--- config.mk ---
export PLATFORM = sky130hd
export DESIGN_NAME = binary_majority_smoothing_3x3
export DESIGN_NICKNAME = d
export VERILOG_FILES = /design/src/rtl/core/bms_pkg.sv /design/src/rtl/core/bms_ram.sv /design/src/rtl/core/bms_front.sv /design/src/rtl/core/bms_window.sv /design/src/rtl/core/binary_majority_smoothing_3x3.sv
export SDC_FILE = /design/constraint.sdc
export NUM_CORES = 1
export LEC_CHECK = 0
export BUFFER_PORTS_ARGS = -buffer_cell sky130_fd_sc_hd__buf_2
export CORE_MARGIN = 2
export CORE_UTILIZATION = 57
export CTS_CLUSTER_DIAMETER = 40
export DETAILED_ROUTE_END_ITERATION = 12
export PLACE_DENSITY = 0.86
export SYNTH_ARGS = -nofsm -noshare
export SYNTH_HDL_FRONTEND = slang
export SYNTH_SLANG_ARGS = --single-unit
--- constraint.sdc ---
create_clock -name clk -period 5.5 [get_ports clk]
set_input_delay 0.275 -clock clk [delete_from_list [all_inputs] [get_ports clk]]
set_output_delay 0.275 -clock clk [all_outputs]
set_load 0.01 [all_outputs]
--- src/rtl/core/bms_pkg.sv ---
package bms_pkg;

    localparam int CFG_INDEX_W = 1;
    localparam int CFG_DATA_W  = 8;
    localparam int THRESH_W    = 4;
    localparam int WIN_CELLS   = 9;
    localparam int COUNT_W     = 4;

    localparam int MIN_SIDE      = 10;
    localparam int SIDE_RESET    = 52;
    localparam int THRESH_RESET  = 5;

    localparam logic [CFG_INDEX_W-1:0] REG_MAP_SIDE       = 1'b0;
    localparam logic [CFG_INDEX_W-1:0] REG_WALL_THRESHOLD = 1'b1;

    localparam logic KIND_CELL  = 1'b0;
    localparam logic KIND_DRAIN = 1'b1;

    // one request as it leaves the front stage
    typedef struct packed {
        logic is_cell;
        logic wall_bit;
        logic emit;
        logic force_wall;
        logic last;
    } item_ctl_t;

    function automatic logic [COUNT_W-1:0] count_walls(input logic [WIN_CELLS-1:0] win);
        logic [COUNT_W-1:0] n;
        n = '0;
        for (int i = 0; i < WIN_CELLS; i++)
        begin
            n = n + COUNT_W'(win[i]);
        end
        return n;
    endfunction

endpackage

--- src/rtl/core/bms_ram.sv ---
module bms_ram #(
    parameter int WIDTH = 2,
    parameter int DEPTH = 128
) (
    input  logic                     clk,
    input  logic                     wr_en,
    input  logic [$clog2(DEPTH)-1:0] wr_addr,
    input  logic [WIDTH-1:0]         wr_data,
    input  logic                     rd_en,
    input  logic [$clog2(DEPTH)-1:0] rd_addr,
    output logic [WIDTH-1:0]         rd_data
);

    logic [WIDTH-1:0] mem [DEPTH];
    logic [WIDTH-1:0] rd_data_reg;

    always_ff @(posedge clk)
    begin
        if (wr_en)
        begin
            mem[wr_addr] <= wr_data;
        end
        if (rd_en)
        begin
            rd_data_reg <= mem[rd_addr];
        end
    end

    assign rd_data = rd_data_reg;

endmodule

--- src/rtl/core/bms_front.sv ---
module bms_front #(
    parameter int MAX_SIDE = 128
) (
    input  logic                           clk,
    input  logic                           rst_n,
    input  logic                           cfg_write,
    input  logic [bms_pkg::CFG_INDEX_W-1:0] cfg_index,
    input  logic [bms_pkg::CFG_DATA_W-1:0]  cfg_data,
    input  logic                           accept,
    input  logic                           kind,
    input  logic                           cell_wall,
    input  logic                           advance,
    output logic                           s1_valid,
    output bms_pkg::item_ctl_t             s1_ctl,
    output logic [$clog2(MAX_SIDE)-1:0]    s1_col,
    output logic [$clog2(MAX_SIDE)-1:0]    rd_addr
);

    import bms_pkg::*;

    localparam int AW = $clog2(MAX_SIDE);
    localparam int SW = $clog2(MAX_SIDE + 1);
    localparam int SIDE_INIT = (SIDE_RESET > MAX_SIDE) ? MAX_SIDE : SIDE_RESET;

    function automatic logic [SW-1:0] clamp_side(input logic [CFG_DATA_W-1:0] v);
        if (int'(v) < MIN_SIDE)
        begin
            return SW'(MIN_SIDE);
        end
        else if (int'(v) > MAX_SIDE)
        begin
            return SW'(MAX_SIDE);
        end
        return SW'(v);
    endfunction

    logic [SW-1:0] side_reg;
    logic [AW-1:0] in_col_reg, in_col_next;
    logic [AW-1:0] in_row_reg, in_row_next;
    logic [AW-1:0] out_col_reg, out_col_next;
    logic [AW-1:0] out_row_reg, out_row_next;
    logic          s1_valid_reg;
    item_ctl_t     s1_ctl_reg, ctl_next;
    logic [AW-1:0] s1_col_reg;

    logic [AW-1:0] last_idx;
    logic          at_origin;
    logic          is_cell;
    logic [AW-1:0] base_row, base_col;
    logic          border;
    logic          side_write;

    assign side_write = cfg_write && (cfg_index == REG_MAP_SIDE);
    assign last_idx   = AW'(side_reg - SW'(1));
    assign at_origin  = (in_col_reg == '0) && (in_row_reg == '0);
    assign is_cell    = (kind == KIND_CELL);

    always_comb
    begin
        // a new map restarts the output position
        base_row = (is_cell && at_origin) ? '0 : out_row_reg;
        base_col = (is_cell && at_origin) ? '0 : out_col_reg;

        ctl_next.is_cell  = is_cell;
        ctl_next.wall_bit = cell_wall;
        if (is_cell)
        begin
            ctl_next.emit = (in_row_reg > AW'(1))
                || ((in_row_reg == AW'(1)) && (in_col_reg != '0));
        end
        else
        begin
            ctl_next.emit = at_origin && !((out_row_reg == '0) && (out_col_reg == '0));
        end
        border = (base_row == '0) || (base_col == '0)
            || (base_row == last_idx) || (base_col == last_idx);
        ctl_next.force_wall = !is_cell || border;
        ctl_next.last       = (base_row == last_idx) && (base_col == last_idx);

        out_row_next = base_row;
        out_col_next = base_col;
        if (ctl_next.emit)
        begin
            if (ctl_next.last)
            begin
                out_row_next = '0;
                out_col_next = '0;
            end
            else if (base_col == last_idx)
            begin
                out_col_next = '0;
                out_row_next = base_row + AW'(1);
            end
            else
            begin
                out_col_next = base_col + AW'(1);
            end
        end

        in_col_next = in_col_reg;
        in_row_next = in_row_reg;
        if (is_cell)
        begin
            if (in_col_reg == last_idx)
            begin
                in_col_next = '0;
                in_row_next = (in_row_reg == last_idx) ? '0 : in_row_reg + AW'(1);
            end
            else
            begin
                in_col_next = in_col_reg + AW'(1);
            end
        end
    end

    always_ff @(posedge clk or negedge rst_n)
    begin
        if (!rst_n)
        begin
            side_reg    <= SW'(SIDE_INIT);
            in_col_reg  <= '0;
            in_row_reg  <= '0;
            out_col_reg <= '0;
            out_row_reg <= '0;
        end
        else if (side_write)
        begin
            side_reg    <= clamp_side(cfg_data);
            in_col_reg  <= '0;
            in_row_reg  <= '0;
            out_col_reg <= '0;
            out_row_reg <= '0;
        end
        else if (accept)
        begin
            in_col_reg  <= in_col_next;
            in_row_reg  <= in_row_next;
            out_col_reg <= out_col_next;
            out_row_reg <= out_row_next;
        end
    end

    always_ff @(posedge clk or negedge rst_n)
    begin
        if (!rst_n)
        begin
            s1_valid_reg <= 1'b0;
            s1_ctl_reg   <= '0;
        end
        else if (accept)
        begin
            s1_valid_reg <= 1'b1;
            s1_ctl_reg   <= ctl_next;
        end
        else if (advance)
        begin
            s1_valid_reg <= 1'b0;
        end
    end

    always_ff @(posedge clk)
    begin
        if (accept)
        begin
            s1_col_reg <= in_col_reg;
        end
    end

    assign s1_valid = s1_valid_reg;
    assign s1_ctl   = s1_ctl_reg;
    assign s1_col   = s1_col_reg;
    assign rd_addr  = in_col_reg;

endmodule

--- src/rtl/core/bms_window.sv ---
module bms_window (
    input  logic                            clk,
    input  logic                            rst_n,
    input  logic                            cfg_write,
    input  logic [bms_pkg::CFG_INDEX_W-1:0] cfg_index,
    input  logic [bms_pkg::CFG_DATA_W-1:0]  cfg_data,
    input  logic                            s1_valid,
    input  bms_pkg::item_ctl_t              s1_ctl,
    input  logic [1:0]                      rows_rd,
    output logic                            advance,
    output logic                            rows_wr_en,
    output logic [1:0]                      rows_wr,
    input  logic                            out_stall,
    output logic                            out_valid,
    output logic                            out_wall,
    output logic                            out_last
);

    import bms_pkg::*;

    logic [THRESH_W-1:0]  thresh_reg;
    logic [WIN_CELLS-1:0] window_reg, window_next;
    logic                 out_valid_reg;
    logic                 out_wall_reg, out_last_reg;
    logic                 take;
    logic                 wall;

    assign advance = !out_valid_reg || !out_stall;
    assign take    = s1_valid && advance;

    // column shifted in: bit0 two rows up, bit1 one row up, bit2 current cell
    assign window_next = {window_reg[WIN_CELLS-4:0], s1_ctl.wall_bit, rows_rd[1], rows_rd[0]};
    assign wall        = (count_walls(window_next) >= COUNT_W'(thresh_reg));

    // upper row takes the old lower row, lower row takes the new cell
    assign rows_wr_en = take && s1_ctl.is_cell;
    assign rows_wr    = {s1_ctl.wall_bit, rows_rd[1]};

    always_ff @(posedge clk or negedge rst_n)
    begin
        if (!rst_n)
        begin
            thresh_reg    <= THRESH_W'(THRESH_RESET);
            window_reg    <= '0;
            out_valid_reg <= 1'b0;
        end
        else
        begin
            if (cfg_write && (cfg_index == REG_WALL_THRESHOLD))
            begin
                thresh_reg <= cfg_data[THRESH_W-1:0];
            end

            if (cfg_write && (cfg_index == REG_MAP_SIDE))
            begin
                window_reg <= '0;
            end
            else if (take && s1_ctl.is_cell)
            begin
                window_reg <= window_next;
            end

            if (take)
            begin
                out_valid_reg <= s1_ctl.emit;
            end
            else if (!out_stall)
            begin
                out_valid_reg <= 1'b0;
            end
        end
    end

    always_ff @(posedge clk)
    begin
        if (take)
        begin
            out_wall_reg <= s1_ctl.force_wall || wall;
            out_last_reg <= s1_ctl.last;
        end
    end

    assign out_valid = out_valid_reg;
    assign out_wall  = out_wall_reg;
    assign out_last  = out_last_reg;

endmodule

--- src/rtl/core/binary_majority_smoothing_3x3.sv ---
// channel   direction   handshake              payload
// in        request in  in_valid / in_stall    kind, cell_wall
// out       result out  out_valid / out_stall  out_wall, out_last
// cfg       write only  cfg_write              cfg_index, cfg_data
//
// one request per clock while not in_stall; results reach out via the first stage
// the line-store ram reads when a request is taken and writes, on its own port, when
// a cell request leaves the first stage
// rst_n clears counters, window and valids; line stores hold garbage until written
// out_stall holds the output register; in_stall rises only while a result waits there
// and a second request sits behind it
module binary_majority_smoothing_3x3 #(
    parameter int MAX_SIDE = 128
) (
    input  logic                            clk,
    input  logic                            rst_n,
    input  logic                            cfg_write,
    input  logic [bms_pkg::CFG_INDEX_W-1:0] cfg_index,
    input  logic [bms_pkg::CFG_DATA_W-1:0]  cfg_data,
    input  logic                            in_valid,
    output logic                            in_stall,
    input  logic                            kind,
    input  logic                            cell_wall,
    output logic                            out_valid,
    input  logic                            out_stall,
    output logic                            out_wall,
    output logic                            out_last
);

    import bms_pkg::*;

    localparam int AW = $clog2(MAX_SIDE);

    logic          accept;
    logic          advance;
    logic          s1_valid;
    item_ctl_t     s1_ctl;
    logic [AW-1:0] s1_col;
    logic [AW-1:0] rd_addr;
    logic [1:0]    rows_rd;
    logic [1:0]    rows_wr;
    logic          rows_wr_en;

    assign in_stall = s1_valid && !advance;
    assign accept   = in_valid && !in_stall;

    bms_front #(
        .MAX_SIDE (MAX_SIDE)
    ) u_front (
        .clk       (clk),
        .rst_n     (rst_n),
        .cfg_write (cfg_write),
        .cfg_index (cfg_index),
        .cfg_data  (cfg_data),
        .accept    (accept),
        .kind      (kind),
        .cell_wall (cell_wall),
        .advance   (advance),
        .s1_valid  (s1_valid),
        .s1_ctl    (s1_ctl),
        .s1_col    (s1_col),
        .rd_addr   (rd_addr)
    );

    // both line stores share one word: bit0 upper row, bit1 lower row
    bms_ram #(
        .WIDTH (2),
        .DEPTH (MAX_SIDE)
    ) u_rows (
        .clk     (clk),
        .wr_en   (rows_wr_en),
        .wr_addr (s1_col),
        .wr_data (rows_wr),
        .rd_en   (accept),
        .rd_addr (rd_addr),
        .rd_data (rows_rd)
    );

    bms_window u_window (
        .clk        (clk),
        .rst_n      (rst_n),
        .cfg_write  (cfg_write),
        .cfg_index  (cfg_index),
        .cfg_data   (cfg_data),
        .s1_valid   (s1_valid),
        .s1_ctl     (s1_ctl),
        .rows_rd    (rows_rd),
        .advance    (advance),
        .rows_wr_en (rows_wr_en),
        .rows_wr    (rows_wr),
        .out_stall  (out_stall),
        .out_valid  (out_valid),
        .out_wall   (out_wall),
        .out_last   (out_last)
    );

endmodule

==> Word-level counts from Yosys, hierarchy flattened <==
Memories as Yosys holds them, arrays and structs flattened. A register that Yosys moved wholly into a read port is not among the register bits.
Index checks and enable logic that the tools add are counted.
{ "word_totals": {"register_bits": 61, "ramBits": 256, "inputBits": 16, "word_cells": 117, "memories": 1} }
{ "memory_table": {"columns": ["name", "depth", "width", "read_ports", "rd_clocked_by_memory_dff", "write_ports", "line", "text"], "rows": [
  ["u_rows.mem", 128, 2, 1, 1, 1, "bms_ram.sv:14", "logic [WIDTH-1:0] mem [DEPTH];"]
]} }
{ "op_classes": {"add_sub_neg": 13, "n_lt_le_gt_ge": 4, "n_eq_ne": 7, "muxes": 36, "bitwise_logic": 2, "n_reduce_logical": 37} }
{ "op_table": {"columns": ["op", "n"], "rows": [
  ["two-way mux 7 bit", 24],
  ["logical NOT 7 bit", 6],
  ["adder 4 x 1 -> 4 bit", 7],
  ["adder 7 x 1 -> 7 bit, second input constant", 4],
  ["== test 7 bit", 4],
  ["logical AND 1 bit", 12],
  ["two-way mux 6 bit", 2],
  ["two-way mux 1 bit", 10],
  ["greater-than comparator 8 bit, second input constant", 1],
  ["less-than comparator 8 x 4 -> 1 bit, second input constant", 1],
  ["nonzero test 2 bit", 4],
  ["== test 7 x 1 -> 1 bit, second input constant", 1],
  ["greater-than comparator 7 x 1 -> 1 bit, second input constant", 1],
  ["logical OR 1 bit", 7],
  ["nonzero test 7 bit", 1],
  ["subtractor 7 x 1 -> 7 bit, second input constant", 1],
  ["logical NOT 1 bit", 5],
  ["greater-or-equal comparator 4 bit", 1],
  ["inequality test 2 x 1 -> 1 bit, second input constant", 2],
  ["AND reduction 3 bit", 1],
  ["adder 1 x 1 -> 2 bit", 1],
  ["NOT 1 bit", 2],
  ["AND reduction 2 bit", 1]
]} }

==> Longest topological paths before layout <==
Gate-level depths: netlist (run 1).
{ "depth": {"ltp_word": 10, "mapped_depth": 16, "depth_no_buf": 14} }

==> Cells and area by module <==
From an unflattened synthesis (run 1), not the netlist that was laid out.
{ "unflattened": {"hier_cells": 1044, "area_unflattened_um2": 14721.6} }
{ "by_module_without_submodules": {"columns": ["mod", "n_inst", "cells_each", "area_each_um2", "seq_area_each_um2"], "rows": [
  ["bms_ram", 1, 611, 10632.7, 7747.4],
  ["bms_front", 1, 350, 3219.3, 1239.9],
  ["bms_window", 1, 81, 847.1, 337.8],
  ["binary_majority_smoothing_3x3", 1, 2, 22.5, 0.0]
]} }

==> Worst setup path after synthesis (run 1) <==
No wires, ideal clock.
{ "synth_path": {"path_kind": "reg-to-reg", "start": "reg u_rows.rd_data_reg[1] (netlist: u_rows.rd_data[1]), read port of u_rows.mem", "end": "reg u_window.out_wall_reg (netlist: u_window.out_wall), data pin", "t_arrival_ps": 4967, "required_ps": 5244, "slack_ps": 277, "path_stages_with_launch": 14, "path_cell_list": "edfxtp_1 > ha_1 > inv_1 > fa_1 > fa_1 > fa_1 > inv_1 > ha_1 > fa_1 > xnor2_1 > ha_1 > nor2b_1 > o21ai_0 > nand2_1"} }
{ "synth_via": {"elab_chain_len": 10} }
{ "synth_lines": {"columns": ["element", "line", "text"], "rows": [
  ["start, declared", "bms_ram.sv:15", "logic [WIDTH-1:0] rd_data_reg;"],
  ["adder 1 x 1 -> 2 bit", "bms_pkg.sv:33", "n = n + COUNT_W'(win[i]);"],
  ["adder 4 x 1 -> 4 bit (7 in series)", "bms_pkg.sv:33", null],
  ["greater-or-equal comparator 4 bit", "bms_window.sv:33", "assign wall = (count_walls(window_next) >= COUNT_W'(thresh_reg));"],
  ["logical OR 1 bit", "bms_window.sv:78", "out_wall_reg <= s1_ctl.force_wall || wall;"],
  ["end signal, assigned", "bms_window.sv:78", null],
  ["end, declared", "bms_window.sv:24", "logic out_wall_reg, out_last_reg;"]
]} }
No other way between the ends.
A chain may end at the register's enable or synchronous reset.

==> Worst setup path in the final report (run 1) <==
{ "layout_path": {"start": "reg u_front.in_col_reg[3] (netlist: u_front.rd_addr[3])", "end": "reg u_front.out_row_reg[4]"} }
{ "layout_via": {"elab_chain_len": 10, "elab_cells_between_ends": 19, "classes_between": "1 x add/sub; 2 x eq/ne; 8 x mux; 8 x reduce/logical"} }
{ "layout_lines": {"columns": ["element", "line", "text"], "rows": [
  ["start, declared", "bms_front.sv:38", "logic [AW-1:0] in_col_reg, in_col_next;"],
  ["start signal, assigned", "bms_front.sv:136", "in_col_reg <= in_col_next;"],
  ["logical NOT 7 bit", "bms_front.sv:55", "assign at_origin = (in_col_reg == '0) && (in_row_reg == '0);"],
  ["logical AND 1 bit", "bms_front.sv:55", null],
  ["logical AND 1 bit", "bms_front.sv:61, bms_front.sv:62", null],
  ["two-way mux 7 bit, on equally long branches", "bms_front.sv:61, bms_front.sv:62", null],
  ["adder 7 x 1 -> 7 bit (tied with other cells)", "bms_front.sv:92", "out_row_next = base_row + AW'(1);"],
  ["two-way mux 7 bit / logical AND 1 bit (equally long branches)", "bms_front.sv:89, bms_front.sv:78", null],
  ["two-way mux 7 bit", "bms_front.sv:84", "if (ctl_next.last)"],
  ["two-way mux 7 bit (*)", "bms_front.sv:82", "if (ctl_next.emit)"],
  ["two-way mux 7 bit (*)", "bms_front.sv:134", "else if (accept)"],
  ["two-way mux 7 bit (*)", "bms_front.sv:126", "else if (side_write)"],
  ["end signal, assigned", "bms_front.sv:139", "out_row_reg <= out_row_next;"],
  ["end, declared", "bms_front.sv:41", "logic [AW-1:0] out_row_reg, out_row_next;"]
]} }
Every way passes the cells marked *; elsewhere a longest branch is shown, timed or not. The select of a mux whose other input is x is not followed.

==> out/qor.yml, run 1 <==
synthesis:
  synth-seq-cells: 319
  synthFlopType: "edfxtp_1"
  yosysSeqAreaShare: 0.6431
  yosys_warnings: 0
  synth_area_um2: 14500
  synth_nets: 1036
  synth_edf_count: 267
  synth_top_cell_by_area: "edfxtp_1"
  synth_area_leaders: "edfxtp_1 (55%), mux4_2 (13%), dfrtp_1 (8.1%), nor2_1 (4.3%), ha_1 (1.7%)"
  yosysTopAreaCellShare: 0.5529
  synthCells: 995
  synth_cell_types: 66
  async_flop_share: 0.1630
  syn_area_per_cell_um2: 14.57
timing:
  fin_crit_sh: 0.7540
  rsz0062_at_grt: "false"
  finalHoldViolCount: 0
  slew_violations: 0
  skew_ns: 0.04101
  fmax_mhz: 241.2
  relSlewSlack: 0.1849
  finalSetupTns_ns: 0
  max_slew.worst_pin.slew_ns: 1.223
  period_minus_slack_ns: 4.147
  setup_viol: 0
worst_setup_path:
  critPathKind: "register to register"
  cp.arrival_ns: 4.57
  required_ns: 5.92
  path_delay_family: "simple AND/OR/NAND/NOR gates"
  end_kind: "register"
  cp-start-kind: "register"
  cp_max_fo: 24
  slowest_delay_ns: 0.83
  crit_chain: "nor4_1, nand4_1, or2_0, a211o_1, a221o_1, nor3_4, a21boi_0, o21ai_0, a31o_2"
  cp_num_buf_inv: 0
  cpMaxStageDelayCell: "dfrtp_1"
clocking:
  holdBufCountCts: 7
  clkTransAtPathRegs_ns: 0.05
  post_cts_buffers: 0
  clk_latency_ns: 0.55
  cts_tree: "yes"
  clockBufferDepth: 3
  h-tree-depth: 2
  numCtsBuffers: 40
  cts.sinks: 319
  cts_root_buf: "clkbuf_16"
  cts-resized-gates: 0
detailed_routing:
  drc: 0
  first_pass_iters: 5
  viasPerCell: 6.396
  routed_wl_mm: 32.23
  vias: 8846
  wl_per_cell_um: 23.31
  drt_iter0_markers: 910
  ant_nets: 0
layout:
  synthToLayoutAreaGrowth_pct: 11.86
  regMostFlops: "u_rows.mem"
  final_cell_mix: "edfxtp_1 (267), nor2_1 (167), mux4_2 (84), nand2_1 (65), dfrtp_1 (44)"
  drive_gt1_frac: 0.1928
  largest_reg_flops: 256
  fill_cells: 1672
  final_common_cell: "edfxtp_1"
  multiInputGateArea_um2: 4846
  diodes: 0
  seq_area_um2: 9334
  postLayoutCellArea_um2: 16220
  layout.nets: 1063
global_route:
  track_usage: 0.2471
  grt_pass1_vias: 8794
  overflow: 0
  antenna_found_initial: 0
  grt_max_degree: 130
  grt_pass1_wl_mm: 49.74
placed_design:
  place_area_um2: 14890
  port_buffers: 19
  dpl.hpwl_mm: 18.65
  gp_congestion: 0.8907
die:
  io_pins: 20
  start_util: 0.5775
  die-area_um2: 26730
  die-height_um: 163.5
  coreArea_um2: 25110
  num_rows: 58
  die_w_um: 163.5
min_path:
  hold_path_class: "input pin to register"
outcome:
  status: "complete, no violations"
power:
  powerDensity_nw_per_um2: 434.0
  p_leak_nw: 5.429
  peakVddDrop_mv: 0.2790
flow_run:
  max_cap_violations: 0
area by class of cell:
type                    instances  share of cell area
well taps                     330             0.02545
inverters                      36            0.008330
repair buffers                 35             0.01435
flip-flops and latches        319              0.5754
multi-input cells             590              0.2987
clock buffers                  48             0.06356
clock inverters                25             0.01419
cells by family (layout without fill, tap and decap cells):
logic type      count (synthesis)  in the layout  synth area share
mux                            93             93            0.1374
flops                         319            319            0.6431
buf+inv                        86            144           0.02278
xor+xnor                       35             35           0.02114
fa+ha+maj                      25             25           0.02416
simple gates                  336            336            0.1056
compound gates                101            101           0.04590
worst paths after layout:
| check | end | depth (start not counted) | slack (ns) | start |
|---|---|---|---|---|
| max | u_front.out_row_reg[4]$_DFFE_PN0P_ | 9 | 1.35 | u_front.rd_addr[3]$_DFFE_PN0P_ |
| min reg2reg | u_window.out_last$_DFFE_PP_ | 0 | 0.48 | u_front.s1_ctl[0]$_DFFE_PN0P_ |
| max in group asynchronous | u_front.s1_ctl[3]$_DFFE_PN0P_ | 3 | 4.57 | rst_n |
| max reg2reg | u_front.out_row_reg[4]$_DFFE_PN0P_ | 9 | 1.35 | u_front.rd_addr[3]$_DFFE_PN0P_ |
| min | u_front.side_reg[5]$_DFFE_PN1P_ | 2 | 0.006 | cfg_data[5] |
| min in group asynchronous | u_window.thresh_reg[3]$_DFFE_PN0P_ | 3 | 0.39 | rst_n |
layer usage:
metal,global-route usage,share of wire,up-vias
met5,0,0,-
met4,0.07775,0.030,0
met3,0.03936,0.081,80
met2,0.4217,0.51,479
met1,0.3300,0.38,4464
li1,-,-,3823
cell usage after synthesis (all sizes together) (2+ instances only):
cell type and count:
and4 2, o31ai 6, a41oi 3, nand3 25, clkbuf 44, o2111ai 2
and2 6, nor3 9, a31o 4, edfxtp 267, nor4 5, a22oi 2
or4 3, ha 20, nor2b 10, nand4 14, nand2 65, o311ai 2
nor2 167, or2 4, o31a 2, a31oi 6, o21ai 38, xor2 13
a22o 6, a21boi 2, buf 6, o22ai 3, or3 2, fa 5
xnor2 22, inv 35, dfrtp 47, a21oi 16, nor3b 2, mux2 8
nand3b 2, nand2b 6, dfstp 5, mux4 84, and3 9
worst reg2reg max path, cell delays in order (launching register included):
cell and delay [ns]:
dfrtp_1 0.83, nor4_1 0.62, nand4_1 0.25, or2_0 0.61, a211o_1 0.42, a221o_1 0.42, nor3_4 0.24, a21boi_0 0.24
o21ai_0 0.12, a31o_2 0.29
where the power goes:
| part | internal, mW | leakage (nW) | total [mW] | switching [mW] |
|---|---|---|---|---|
| Combinational | 0.702 | 1.75 | 1.56 | 0.857 |
| Sequential | 2.85 | 3.09 | 3.01 | 0.155 |
| Clock | 1.42 | 0.598 | 2.47 | 1.05 |
| Total | 4.98 | 5.43 | 7.04 | 2.06 |
metrics by stage:
stage | setup slack [ns] | std cells | hold WS (ns) | power (mW) | utilization
after floorplan | 0.2767 | 995 | -0.02059 | 4.182 | -
after global placement | 1.625 | 1303 | 0.4281 | 4.528 | 0.5930
after detailed placement | 1.537 | 1303 | 0.4388 | 4.587 | 0.5930
after CTS | 1.488 | 1383 | 0.008822 | 7.062 | 0.6461
after global routing | 1.122 | 1383 | 0.007850 | 7.307 | 0.6461
final | 1.353 | 1383 | 0.006385 | 7.040 | 0.6461
No activity file was read; power rests on OpenSTA's default activity.
==> run 2: changes to the inputs <==
==> constraint.sdc (replaced) <==
create_clock -name clk -period 3.4 [get_ports clk]
set_input_delay 0.17 -clock clk [delete_from_list [all_inputs] [get_ports clk]]
set_output_delay 0.17 -clock clk [all_outputs]
set_load 0.01 [all_outputs]
==> run 2 against run 1 <==
  * The run now ends with setup timing left
  * Routed wire length increased by 5.7%
  * Critical path depth increased by 4
  * Sequential share of layout area decreased by 1.9 points
  * Utilization increased by 2.2 points
  * Hold slack improved by 0.065 ns
  * Worst setup slack got worse by 1.7 ns
  * Critical path type unchanged
==> out/qor.yml, run 2 (synthesized netlist as in run 1, its figures left out) <==
outcome:
  status: "complete, but fails checks"  # was complete, no violations
  violations: "setup timing"
clocking:
  cts_tree: "yes"  # unchanged
  cts.sinks: 319  # unchanged
  clkTransAtPathRegs_ns: 0.06  # was 0.05 ns
  numCtsBuffers: 40  # unchanged
  post_cts_buffers: 0  # unchanged
  clk_latency_ns: 0.56  # was 0.55 ns
  clockBufferDepth: 3  # unchanged
  cts_root_buf: "clkbuf_16"  # unchanged
  h-tree-depth: 2  # unchanged
power:
  peakVddDrop_mv: 0.5523  # was 0.2790 mV
  power.share.switching: 0.2905  # was 0.2931
  seq_power_share: 0.391  # was 0.427
  p_int_mw: 8.639  # was 4.977 mW
  p_leak_nw: 5.706  # was 5.429 nW
  power_frac_clock: 0.372  # was 0.351
  powerDensity_nw_per_um2: 725.9  # was 434.0 nW/um2
  switchingPower_mw: 3.537  # was 2.063 mW
  pwr-share-comb: 0.237  # was 0.222
worst_setup_path:
  timing.rr.end: "u_window.out_wall$_DFFE_PP_"  # was u_front.out_row_reg[4]$_DFFE_PN0P_
  r2r_setup_slack_ns: -0.31  # was 1.35 ns
  end_kind: "register"  # unchanged
  critPathKind: "register to register"  # unchanged
  cp-start-kind: "register"  # unchanged
  cp.arrival_ns: 4.00  # was 4.57 ns
  reg2reg_from: "u_rows.rd_data[0]$_DFFE_PP_"  # was u_front.rd_addr[3]$_DFFE_PN0P_
  required_ns: 3.70  # was 5.92 ns
  reg2reg_depth: 13  # was 9
  cp_max_fo: 2  # was 24
layout:
  largest_reg_flops: 256  # unchanged
  postLayoutCellArea_um2: 16770  # was 16,220 um2
  fill_cells: 1615  # was 1,672
  drive_gt1_frac: 0.2245  # was 0.1928
  diodes: 0  # unchanged
  regMostFlops: "u_rows.mem"  # unchanged
  synthToLayoutAreaGrowth_pct: 15.67  # was 11.86%
  final_common_cell: "edfxtp_1"  # unchanged
  layout.nets: 1097  # was 1,063
  final_cell_mix: "edfxtp_1 (267), nor2_1 (167), mux4_2 (84), nand2_1 (65), dfrtp_1 (44)"  # unchanged
timing:
  period_minus_slack_ns: 3.706  # was 4.147 ns
  slew_violations: 0  # unchanged
  fin_crit_sh: 1.090  # was 0.7540
  hold_slack_ns: 0.07117  # was 0.006385 ns
  skew_ns: 0.02815  # was 0.04101 ns
  rsz0062_at_grt: "true"  # was false
  relSlewSlack: 0.3405  # was 0.1849
  setup_ws_ns: -0.3059  # was 1.353 ns
  fmax_mhz: 269.8  # was 241.2 MHz
  setup_viol: 1  # was 0
  max_slew.worst_pin.slew_ns: 0.9869  # was 1.223 ns
  finalHoldViolCount: 0  # unchanged
die:
  io_pins: 20  # unchanged
  coreArea_um2: 25110  # unchanged
  die-area_um2: 26730  # unchanged
  die_w_um: 163.5  # unchanged
  start_util: 0.5775  # unchanged
  num_rows: 58  # unchanged
  die-height_um: 163.5  # unchanged
detailed_routing:
  first_pass_iters: 5  # unchanged
  drc: 0  # unchanged
  wl_per_cell_um: 24.04  # was 23.31 um
  viasPerCell: 6.467  # was 6.396
  drt_iter0_markers: 914  # was 910
  vias: 9164  # was 8,846
  routed_wl_mm: 34.06  # was 32.23 mm
  ant_nets: 0  # unchanged
min_path:
  worstHoldStart: "kind"  # was cfg_data[5]
  whs_endpoint: "u_front.s1_ctl[4]$_DFFE_PN0P_"  # was u_front.side_reg[5]$_DFFE_PN1P_
  hold_path_depth: 3  # was 2
  hold_path_class: "input pin to register"  # unchanged
placed_design:
  gp_congestion: 0.8731  # was 0.8907
  port_buffers: 19  # unchanged
  place_area_um2: 15130  # was 14,890 um2
  dpl.hpwl_mm: 19.01  # was 18.65 mm
global_route:
  overflow: 0  # unchanged
  grt_max_degree: 82  # was 130
  antenna_found_initial: 0  # unchanged
  track_usage: 0.2624  # was 0.2471
  grt_pass1_vias: 9292  # was 8,794
  grt_pass1_wl_mm: 52.82  # was 49.74 mm
flow_run:
  max_cap_violations: 0  # unchanged
## run 2: changes by cell type in the layout (fill, tap and decap cells not counted), moves of 2 or more
cell	before	now
buf_4	9	33
dlygate4sd3_1	7	14
bufinv_16	1	6
clkbuf_1	8	3
buf_12	0	3
clkinv_4	5	2
clkinv_8	0	3
ha_1	20	17
clkbuf_8	0	2
ha_4	0	2
inv_16	0	2
xnor2_1	22	20
xnor2_2	0	2
## run 2: through the flow
step,TNS [ns],utilization,setup slack [ns],instances,total power [mW]
after global routing,-0.4497,0.6680,-0.4497,1417,12.64
after CTS,-0.3952,0.6661,-0.3952,1417,12.10
final,-0.3059,0.6680,-0.3059,1417,12.18
after detailed placement,-0.3993,0.6025,-0.3993,1330,7.532
after floorplan,-1.805,-,-1.805,995,6.766
after global placement,-0.2845,0.6025,-0.2845,1330,7.410
## run 2: worst max-delay path, cell delays in order, from the launching register on
cell and delay (ns):
edfxtp_1 0.43, ha_4 0.29, inv_2 0.03, fa_1 0.48, fa_1 0.42, fa_1 0.50
inv_1 0.05, ha_2 0.17, fa_2 0.55, ha_4 0.20, a21oi_2 0.11, nor2b_1 0.05
o21ai_1 0.11, nand2_1 0.06
## run 2: routing by layer
layer / vias up / share of wire / GRT usage
li1: 3891 / - / -
met1: 4622 / 0.38 / 0.3529
met2: 555 / 0.50 / 0.4440
met3: 96 / 0.088 / 0.03987
met4: 0 / 0.031 / 0.08812
met5: - / 0 / 0
## run 2: worst max-delay path by stage
stage	from	to	cells after the start
4_1_cts	u_rows.rd_data[0]$_DFFE_PP_	u_window.out_wall$_DFFE_PP_	13
6_report	u_rows.rd_data[0]$_DFFE_PP_	u_window.out_wall$_DFFE_PP_	13
3_5_place_dp	u_rows.rd_data[0]$_DFFE_PP_	u_window.out_wall$_DFFE_PP_	13
5_1_grt	u_rows.rd_data[1]$_DFFE_PP_	u_window.out_wall$_DFFE_PP_	13
2_1_floorplan	u_rows.rd_data[1]$_DFFE_PP_	u_window.out_wall$_DFFE_PP_	13
3_3_place_gp	u_rows.rd_data[1]$_DFFE_PP_	u_window.out_wall$_DFFE_PP_	13
## run 2: power groups by stage
stage / clock [mW] / sequential (mW) / combinational, mW
after floorplan: 0 / 4.92 / 1.84
after global routing: 4.73 / 4.78 / 3.13
after global placement: 0 / 4.82 / 2.59
final: 4.53 / 4.76 / 2.88
after CTS: 4.56 / 4.75 / 2.79
after detailed placement: 0 / 4.83 / 2.70
## run 2: layout make-up
class                      instances  area (um2)  share of cell area
multi-input combinational        590        4895              0.2918
tap                              330       412.9             0.02462
inverter                          36       135.1            0.008056
clock inverter                    28       416.7             0.02484
sequential                       319        9331              0.5563
timing repair buffer              69       543.0             0.03237
clock buffer                      45        1040             0.06199
## run 2: what timing repair did
item | CTS | global route
setup endpoints to repair | 1 | 2
endpoints found under the hold margin | 44 | 0
gates resized for setup | 0 | 9
pin swaps | 0 | 1
hold buffers | 14 | 0
